File: src/hdl/fcce_pkg.sv
// ============================================================================
// FAT32 cluster chain engine package
// Shared payload types, operation and status codes, and table constants.
// ============================================================================
`default_nettype none

package fcce_pkg;

   localparam int unsigned TABLE_ENTRIES_DEF = 65536;
   localparam int unsigned MAX_CHAIN_DEF     = 64;
   localparam int unsigned QUEUE_DEPTH       = 4;

   localparam logic [31:0] EOC_MARK   = 32'h0FFF_FFF8;
   localparam logic [31:0] FIRST_DATA = 32'd2;
   localparam logic [16:0] LCI_RESET  = 17'd65536;

   // operation codes carried in func
   localparam logic [1:0] OP_LOAD  = 2'd0;
   localparam logic [1:0] OP_WALK  = 2'd1;
   localparam logic [1:0] OP_NEXT  = 2'd2;
   localparam logic [1:0] OP_COUNT = 2'd3;

   // result status codes
   localparam logic [1:0] STS_OK      = 2'd0;
   localparam logic [1:0] STS_END     = 2'd1;
   localparam logic [1:0] STS_INVALID = 2'd2;
   localparam logic [1:0] STS_TRUNC   = 2'd3;

   typedef struct packed {
      logic [1:0]  func;
      logic [15:0] cluster;
      logic [31:0] entry_value;
   } req_type;

   typedef struct packed {
      logic [31:0] value;
      logic        last;
      logic [1:0]  status;
   } rsp_type;

   // classified command handed from front to back
   typedef struct packed {
      logic [1:0]  op;
      logic [15:0] cluster;
      logic [31:0] entry_value;
      logic        idx_ok;
   } cmd_type;

   function automatic logic cluster_ok(input logic [31:0] c, input logic [31:0] entries);
      return (c >= FIRST_DATA) && (c < entries);
   endfunction

endpackage

`default_nettype wire

File: src/hdl/fcce_front.sv
// ============================================================================
// FAT32 cluster chain engine front end
// Accepts request transactions, classifies them and queues them for the back.
// ============================================================================
`default_nettype none

module fcce_front #(
   parameter int unsigned TABLE_ENTRIES = fcce_pkg::TABLE_ENTRIES_DEF
) (
   input  wire logic             clock,
   input  wire logic             reset,
   input  wire logic             req_valid,
   output logic                  req_stall,
   input  wire fcce_pkg::req_type req_data,
   output logic                  cmd_valid,
   output fcce_pkg::cmd_type     cmd_data,
   input  wire logic             cmd_pop
);

   localparam int unsigned QD  = fcce_pkg::QUEUE_DEPTH;
   localparam int unsigned QAW = $clog2(QD);
   localparam int unsigned QCW = $clog2(QD + 1);

   fcce_pkg::cmd_type q_ff [QD];
   logic [QAW-1:0] wr_ptr_ff, wr_ptr_in;
   logic [QAW-1:0] rd_ptr_ff, rd_ptr_in;
   logic [QCW-1:0] cnt_ff, cnt_in;
   fcce_pkg::cmd_type cls;
   logic push;
   logic in_range;

   assign req_stall = (cnt_ff == QCW'(QD));
   assign push      = req_valid && !req_stall;
   assign cmd_valid = (cnt_ff != '0);
   assign cmd_data  = q_ff[rd_ptr_ff];

   assign in_range = ({16'd0, req_data.cluster} < 32'(TABLE_ENTRIES));

   always_comb begin
      cls.op          = req_data.func;
      cls.cluster     = req_data.cluster;
      cls.entry_value = req_data.entry_value;
      unique case (req_data.func) inside
         fcce_pkg::OP_LOAD: begin
            cls.idx_ok = in_range;
         end
         fcce_pkg::OP_WALK, fcce_pkg::OP_NEXT: begin
            cls.idx_ok = fcce_pkg::cluster_ok({16'd0, req_data.cluster}, 32'(TABLE_ENTRIES));
         end
         default: begin
            cls.idx_ok = 1'b1;
         end
      endcase
   end

   always_comb begin
      wr_ptr_in = push ? wr_ptr_ff + QAW'(1) : wr_ptr_ff;
      rd_ptr_in = cmd_pop ? rd_ptr_ff + QAW'(1) : rd_ptr_ff;
      cnt_in    = cnt_ff + QCW'(push) - QCW'(cmd_pop);
   end

   always_ff @(posedge clock) begin
      if (reset) begin
         wr_ptr_ff <= '0;
         rd_ptr_ff <= '0;
         cnt_ff    <= '0;
      end else begin
         wr_ptr_ff <= wr_ptr_in;
         rd_ptr_ff <= rd_ptr_in;
         cnt_ff    <= cnt_in;
      end
   end

   always_ff @(posedge clock) begin
      if (push) begin
         q_ff[wr_ptr_ff] <= cls;
      end
   end

endmodule

`default_nettype wire

File: config.mk
export PLATFORM = sky130hd
export DESIGN_NAME = fcce_front
export DESIGN_NICKNAME = d
export VERILOG_FILES = /design/src/hdl/fcce_pkg.sv /design/src/hdl/fcce_front.sv
export SDC_FILE = /design/constraint.sdc
export NUM_CORES = 1
export LEC_CHECK = 0
export BUFFER_PORTS_ARGS = -buffer_cell sky130_fd_sc_hd__buf_4
export CELL_PAD_IN_SITES_DETAIL_PLACEMENT = 2
export CELL_PAD_IN_SITES_GLOBAL_PLACEMENT = 2
export CORE_ASPECT_RATIO = 0.8
export CORE_MARGIN = 5
export CORE_UTILIZATION = 39
export CTS_CLUSTER_DIAMETER = 50
export DETAILED_ROUTE_END_ITERATION = 8
export PLACE_DENSITY = 0.79
export SLEW_MARGIN = 20
export SYNTH_ARGS = -nofsm -noshare
export SYNTH_HDL_FRONTEND = slang
export SYNTH_SLANG_ARGS = --single-unit
File: constraint.sdc
create_clock -name clock -period 6.1 [get_ports clock]
set_input_delay 1.525 -clock clock [delete_from_list [all_inputs] [get_ports clock]]
set_output_delay 1.525 -clock clock [all_outputs]
set_load 0.005 [all_outputs]
==> implementation parameters, run 1 <==
Parameter                              Value

Status
  Status    finished, final reports clean

Floorplanning
  Boundary pin count    107
  Standard-cell row count    46
  DIE HEIGHT    137 um
  Placeable core region    19900 um^2
  Die extent in x    169 um
  Initial core utilization    39.8%
  Floorplan die area    23300 um^2

Hold path
  Hold Crit Class    flop to flop
  Startpoint of the most critical hold path    rd_ptr_ff[1]

STA
  Setup Viol. Count Final    0
  Max Freq    0.254 GHz
  Final Max Tran Viols    0
  Number of hold-slack violations in the final timing report    0
  Crit share post-route    64.6%
  Setup repair after global routing missed its margin    no
  Summed negative setup slack over all endpoints    0 ns
  Least-Margin Pin Slew    0.785 ns
  Max-slew headroom    47.7%
  Minimum period implied by the final worst setup slack    3.94 ns
  Least setup slack across all paths after layout    2.16 ns
  Worst-case clock skew    0.00774 ns

Synthesis
  Commonest cells in the synthesized netlist    edfxtp_1, mux4_2, dfxtp_1
  Area fraction of the dominant cell type after synthesis    77.4%
  Unique cell type count in the Yosys netlist    28
  Main combinational cell family by area after synthesis    multiplexers
  EDFF count, synth    204
  Synth Area in Compound Gates    0.126%
  Average footprint of a synthesized cell    24.7 um^2
  Simple-Gate Fraction of Synth Area    1.69%
  Xor/xnor share of the synthesized area    0.553%
  Fraction of registers with async set/reset    0%
  Adder-Cell Fraction of Synth Area    1.20%
  Mapped cell area    7920 um^2
  Total nets after synthesis    381
  Synthesized flop and latch total    213
  Most used flip-flop cell after synthesis    edfxtp_1
  Yosys top cell by area    edfxtp_1
  Synth warn    0
  Leading cell type by number of instances after synthesis    edfxtp_1
  Leading cell types by total area after synthesis    edfxtp_1, mux4_2, dfxtp_1, buf_12, ha_1
  Proportion of synthesized area in mux cells    14.7%
  Number of standard cells after synthesis    320
  Post-synthesis sequential area ratio    79.6%

Pwr
  Power density normalized to cell area    367 nW/um^2
  Leakage    3.26 nW
  Worst voltage drop across the vdd grid    0.000178 V

Drt
  Wirelength per Cell    23.2 um
  Router iterations before antenna repair    4
  DRT iter0 DRCs    316
  Detail Route Antenna Nets    0
  Detailed-route DRC error count    0
  Routed via count divided by cell count    5.00
  Sum of routed wire length over all layers    16800 um
  Via total after detailed routing    3620

Setup path
  Category of the most critical setup path    flop to output port
  Most common cell on crit path    buf_4
  Cell type of the slowest stage on the worst timing path    dfxtp_2
  Critical Path Source Type    flop
  Crit Path Max Fanout    27
  CP Capture Type    output port
  Endpoint arrival time on the critical path    2.41 ns
  Worst r2r src    cnt_ff[1]
  Critical Path RT    4.58 ns
  Cell breakdown of the critical path    buf_4, mux4_2, buf_4
  CP max stage delay    0.84 ns

Clocking
  Library cell used as clock root buffer    clkbuf_16
  Clock transition at the registers of the reported paths    0.06 ns
  Hold buffer count at cts    0
  Clock latency on the worst-skew pair    0.49 ns
  H-tree depth reported by CTS    1
  Maximum root-to-sink buffer count    3
  Setup repair bufs after CTS    0
  Post-cts sizing count    0
  TritonCTS clock tree    built
  CTS buffer count    23
  CTS sink count    213

Placed design
  Placed wire-length estimate    10800 um
  Setup slack at placement    2.46 ns
  Quantity of I/O buffers inserted on ports    106
  GP Congestion    0.697

Finish
  Layout Area Growth over Synthesis    22.1%
  Final net count    505
  Share of layout cells above drive strength 1    43.9%
  Antenna diode count    0

Global route
  Maximum number of pins on one net before global-route repair    52
  Combined global-route utilization of all metal layers    14.6%
  Number of antenna violations at the first check in global routing    0
  Number of global-route vias before repair    4252
  Grt ovf    0
  First-pass GRT wire length    25800 um

Flow run
  Reported max-cap violation count    0
-- critical path, delay by kind of cell (launching register included) --
kind                   cells  cell delay (ns)
flip-flops                 1             0.84
multiplexers               1             0.41
buffers and inverters      2             0.65
-- where the power goes --
part / leakage (nW) / switching [W] / internal (W)
Clock: 0.343 / 0.000534 / 0.000736
Combinational: 0.975 / 0.000223 / 0.000248
Sequential: 1.94 / 0.0000529 / 0.00175
Total: 3.26 / 0.000810 / 0.00274
-- layout by cell type (no fill, tap or decap), types with 4 or more instances in the layout --
| cell | instances |
|---|---|
| clkbuf_16 | 23 |
| nor2_1 | 6 |
| mux4_2 | 50 |
| buf_4 | 111 |
| ha_1 | 6 |
| edfxtp_1 | 204 |
| dfxtp_1 | 7 |
| inv_1 | 6 |
| and2_2 | 4 |
| clkbuf_1 | 4 |
| clkinv_2 | 5 |
| clkinv_1 | 5 |
-- cells by family (layout without fill, tap and decap cells) --
| kind of cell | after synthesis | in the layout |
|---|---|---|
| muxes | 52 | 52 |
| AOI/OAI and AO/OA | 2 | 2 |
| adders and majority gates | 7 | 7 |
| and+or+nand+nor | 22 | 22 |
| buffers and inverters | 19 | 159 |
| xor gates and xnor gates | 5 | 5 |
| DFF | 213 | 213 |
-- routing by layer --
metal	wire, um	GRT usage, %	share of wire (%)
met3	759	2.81	4.5
met2	8500	25.3	51
met4	305	2.64	1.8
met1	7250	19.8	43
met5	0	0	0
-- metrics by stage --
stage | hold slack [ns] | utilization, % | power, W | area (um^2) | instances
after floorplan | 0.482 | - | 0.00207 | 7920 | 320
after global placement | 0.496 | 44.9 | 0.00229 | 8950 | 682
after detailed placement | 0.520 | 44.9 | 0.00232 | 8950 | 682
after CTS | 0.537 | 48.4 | 0.00360 | 9640 | 723
after global routing | 0.589 | 48.5 | 0.00371 | 9670 | 724
final | 0.533 | 48.5 | 0.00355 | 9670 | 724
-- registers in the layout, indices dropped and copies added, names as in the netlist, named ones only --
register and count:
cnt_ff 3, q_ff 204, rd_ptr_ff 2, wr_ptr_ff 2
-- layout make-up --
cell class	count	area, um^2
Inverter	6	22.5
Clock buffer	27	591
Tap cell	264	330
Multi-Input combinational cell	88	1450
Fill cell	1809	10200
Timing Repair Buffer	112	861
Sequential cell	213	6310
Clock inverter	14	100
-- worst paths after layout --
check                           slack, ns  cells after the start      endpoint
worst min-delay path                 0.53                      2          flop
worst max-delay path                 2.16                      3  cmd_data[36]
worst min register to register       0.53                      2          flop
worst max register to register       3.67                      4   q_ff[2][34]
Power figures use the tool's default switching activity.
==> run 2, diff against run 1 <==
Settings changed: ABC_AREA from default to 1, PLACE_DENSITY 0.79 to 0.86.
Clock period 6.1 ns to 4 ns, I/O delays scaled along.
==> run 2 against run 1 <==
Combinational power increased by 75%. Utilization is 0.62 points lower. Design area is 2.0% higher. Sequential power increased by 56%. Sequential cell count unchanged. Power grew 60%. First-iteration DRC count grew 3.2%. Largest cell class unchanged.
==> implementation parameters, run 2 <==
Parameter                              Value

Status
  Status    finished, final reports clean (unchanged)

Floorplanning
  Boundary pin count    107 (unchanged)
  Initial core utilization    39.4% (was 39.8%)
  Floorplan die area    23800 um^2 (was 23300 um^2)
  Standard-cell row count    47 (was 46)
  Placeable core region    20600 um^2 (was 19900 um^2)
  DIE HEIGHT    139 um (was 137 um)
  Die extent in x    171 um (was 169 um)

Drt
  Met3 Wirelength    1020 um (was 759 um)
  Detail Route Antenna Nets    0 (unchanged)
  Routed via count divided by cell count    5.34 (was 5.00)
  Sum of routed wire length over all layers    21900 um (was 16800 um)
  Highest metal layer used by the detailed router    met5 (was met4)
  Wirelength per Cell    22.8 um (was 23.2 um)
  Routed met1 length    9090 um (was 7250 um)
  DRT iter0 DRCs    326 (was 316)
  Router iterations before antenna repair    4 (unchanged)
  Via total after detailed routing    5128 (was 3620)
  Detailed-routed wire length on met2    11400 um (was 8500 um)
  Detailed-route DRC error count    0 (unchanged)

STA
  Setup Viol. Count Final    0 (unchanged)
  Final Max Tran Viols    0 (unchanged)
  Crit share post-route    85.7%
  Max Freq    0.292 GHz
  Worst-case clock skew    0.00932 ns (was 0.00774 ns)
  Summed negative setup slack over all endpoints    0 ns (unchanged)
  Number of hold-slack violations in the final timing report    0 (unchanged)
  Least-Margin Pin Slew    1.10 ns (was 0.785 ns)
  Max-slew headroom    26.4% (was 47.7%)
  Setup repair after global routing missed its margin    no (unchanged)
  Minimum period implied by the final worst setup slack    3.43 ns

Synthesis
  Total nets after synthesis    629 (was 381)
  Xor/xnor share of the synthesized area    0.108% (was 0.553%)
  Number of standard cells after synthesis    568 (was 320)
  Simple-Gate Fraction of Synth Area    6.45% (was 1.69%)
  Average footprint of a synthesized cell    14.3 um^2 (was 24.7 um^2)
  Yosys top cell by area    edfxtp_1 (unchanged)
  Unique cell type count in the Yosys netlist    21 (was 28)
  Most used flip-flop cell after synthesis    edfxtp_1 (unchanged)
  Synth warn    0 (unchanged)
  Area fraction of the dominant cell type after synthesis    75.5% (was 77.4%)
  Main combinational cell family by area after synthesis    compound AO/OA/AOI/OAI gates (was multiplexers)
  Adder-Cell Fraction of Synth Area    1.17% (was 1.20%)
  Leading cell types by total area after synthesis    edfxtp_1, nor2_1, o22ai_1, o21ai_1, o21ai_0 (was edfxtp_1, mux4_2, dfxtp_1, buf_12, ha_1)
  Fraction of registers with async set/reset    0% (unchanged)
  Leading cell type by number of instances after synthesis    edfxtp_1 (unchanged)
  Post-synthesis sequential area ratio    77.8% (was 79.6%)
  Proportion of synthesized area in mux cells    0% (was 14.7%)
  EDFF count, synth    204 (unchanged)
  Synthesized flop and latch total    213 (unchanged)
  Mapped cell area    8110 um^2 (was 7920 um^2)
  Commonest cells in the synthesized netlist    edfxtp_1, nor2_1, o21ai_1, o22ai_1, o21ai_0 (was edfxtp_1, mux4_2, dfxtp_1)
  Synth Area in Compound Gates    10.7% (was 0.126%)

Setup path
  Cell breakdown of the critical path    buf_4, o21ai_0, o22ai_1, buf_4 (was buf_4, mux4_2, buf_4)
  Cell type of the slowest stage on the worst timing path    buf_4 (was dfxtp_2)
  CP Capture Type    output port (unchanged)
  Category of the most critical setup path    flop to output port (unchanged)
  R2R setup slack    1.64 ns (was 3.67 ns)
  Most common cell on crit path    buf_4 (unchanged)
  Terminus of the critical flop-to-flop path    cnt_ff[2] (was q_ff[2][34])
  Logic depth of the worst register-to-register path    10 (was 4)
  Critical Path Source Type    flop (unchanged)
  Critical Path RT    3.00 ns (was 4.58 ns)
  CP max stage delay    0.83 ns (was 0.84 ns)
  Endpoint arrival time on the critical path    2.43 ns (was 2.41 ns)
  Crit Path Max Fanout    102 (was 27)
  Worst r2r src    cnt_ff[1] (unchanged)

Placed design
  Placed wire-length estimate    13800 um (was 10800 um)
  GP Congestion    0.696 (was 0.697)
  Placed Instances    924 (was 682)
  Quantity of I/O buffers inserted on ports    106 (unchanged)

Finish
  Non-filler instance count after layout    961 (was 724)
  Share of layout cells above drive strength 1    23.0% (was 43.9%)
  Antenna diode count    0 (unchanged)
  Final net count    740 (was 505)
  Most frequent cells in the layout    edfxtp_1, nor2_1, buf_4 (was edfxtp_1, buf_4, mux4_2)
  Fill cells    1980 (was 1809)
  Layout Area Growth over Synthesis    21.6% (was 22.1%)
  Number of flip-flops in the largest register    204 (unchanged)
  Biggest register    q_ff (unchanged)
  Most common cell after layout, fill and taps aside    edfxtp_1 (unchanged)
  Largest registers    q_ff (204), cnt_ff (3) (unchanged)

Global route
  Combined global-route utilization of all metal layers    18.3% (was 14.6%)
  First-pass GRT wire length    33800 um (was 25800 um)
  Maximum number of pins on one net before global-route repair    103 (was 52)
  Grt ovf    0 (unchanged)
  Number of antenna violations at the first check in global routing    1 (was 0)
  Number of global-route vias before repair    5908 (was 4252)

Hold path
  Number of instances on the worst hold path    1 (was 2)
  Startpoint of the most critical hold path    rd_ptr_ff[1] (unchanged)
  Hold Crit Class    flop to flop (unchanged)

Clocking
  H-tree depth reported by CTS    1 (unchanged)
  CTS buffer count    22 (was 23)
  Clock latency on the worst-skew pair    0.49 ns (about the same)
  Maximum root-to-sink buffer count    3 (unchanged)
  Setup repair bufs after CTS    0 (unchanged)
  TritonCTS clock tree    built (unchanged)
  CTS sink count    213 (unchanged)
  Post-cts sizing count    0 (unchanged)
  Hold buffer count at cts    0 (unchanged)
  Library cell used as clock root buffer    clkbuf_16 (unchanged)
  Clock transition at the registers of the reported paths    0.06 ns (about the same)

Pwr
  Worst voltage drop across the vdd grid    0.000359 V (was 0.000178 V)
  Power density normalized to cell area    576 nW/um^2 (was 367 nW/um^2)
  Leakage    3.47 nW (was 3.26 nW)

Flow run
  Reported max-cap violation count    0 (unchanged)
[run 2: layer usage]
layer | track usage, % | up-vias
li1 | - | 2325
met1 | 22.9 | 2643
met2 | 33.1 | 123
met3 | 3.56 | 35
met4 | 3.88 | 2
met5 | 0 | -
[run 2: area by class of cell]
| type | count | area [um^2] | area share (%) |
|---|---|---|---|
| sequential | 213 | 6310 | 64.0 |
| tap | 269 | 337 | 3.41 |
| timing repair buffer | 119 | 906 | 9.18 |
| clock buffer | 24 | 579 | 5.87 |
| clock inverter | 13 | 141 | 1.43 |
| inverter | 17 | 65.1 | 0.660 |
| multi-input combinational | 306 | 1520 | 15.5 |
[run 2: how the worst max path moves through the flow]
| stage | start | endpoint | slack (ns) | cells after the start |
|---|---|---|---|---|
| floorplan | req_valid | q_ff[0][0] | 0.28 | 2 |
| global placement | flop | cmd_data[12] | 1.24 | 4 |
| detailed placement | flop | cmd_data[48] | 1.08 | 4 |
| CTS | flop | cmd_data[48] | 0.54 | 4 |
| global route | flop | cmd_data[14] | 0.46 | 4 |
| finish | flop | cmd_data[11] | 0.57 | 4 |
[run 2: critical path, delay by kind of cell, from the launching register on]
| kind | cells | cell delay [ns] |
|---|---|---|
| compound gates | 2 | 0.55 |
| buf+inv | 2 | 1.00 |
| flops | 1 | 0.35 |
[run 2: report_power, final]
group          leakage (nW)  switching [W]  total, W  internal, W
Clock                 0.353       0.000820   0.00205      0.00123
Sequential             1.94      0.0000796   0.00281      0.00273
Combinational          1.18       0.000515  0.000824     0.000309
Total                  3.47        0.00141   0.00568      0.00427
[run 2: cell families after synthesis]
logic type / count (synthesis)
flip-flops: 213
buffers and inverters: 49
adder cells (fa/ha/maj): 7
AND/OR/NAND/NOR: 138
AO/OA/AOI/OAI: 160
XOR/XNOR: 1
[run 2: through the flow]
step | hold slack [ns] | setup slack (ns) | util [%] | cell area (um^2) | power (W)
6_report | 0.457 | 0.573 | 47.9 | 9860 | 0.00568
3_5_place_dp | 0.444 | 1.08 | 44.4 | 9140 | 0.00370
2_1_floorplan | 0.412 | 0.283 | - | 8110 | 0.00323
3_3_place_gp | 0.421 | 1.24 | 44.4 | 9140 | 0.00361
4_1_cts | 0.457 | 0.542 | 47.9 | 9860 | 0.00577
5_1_grt | 0.477 | 0.455 | 47.9 | 9860 | 0.00594
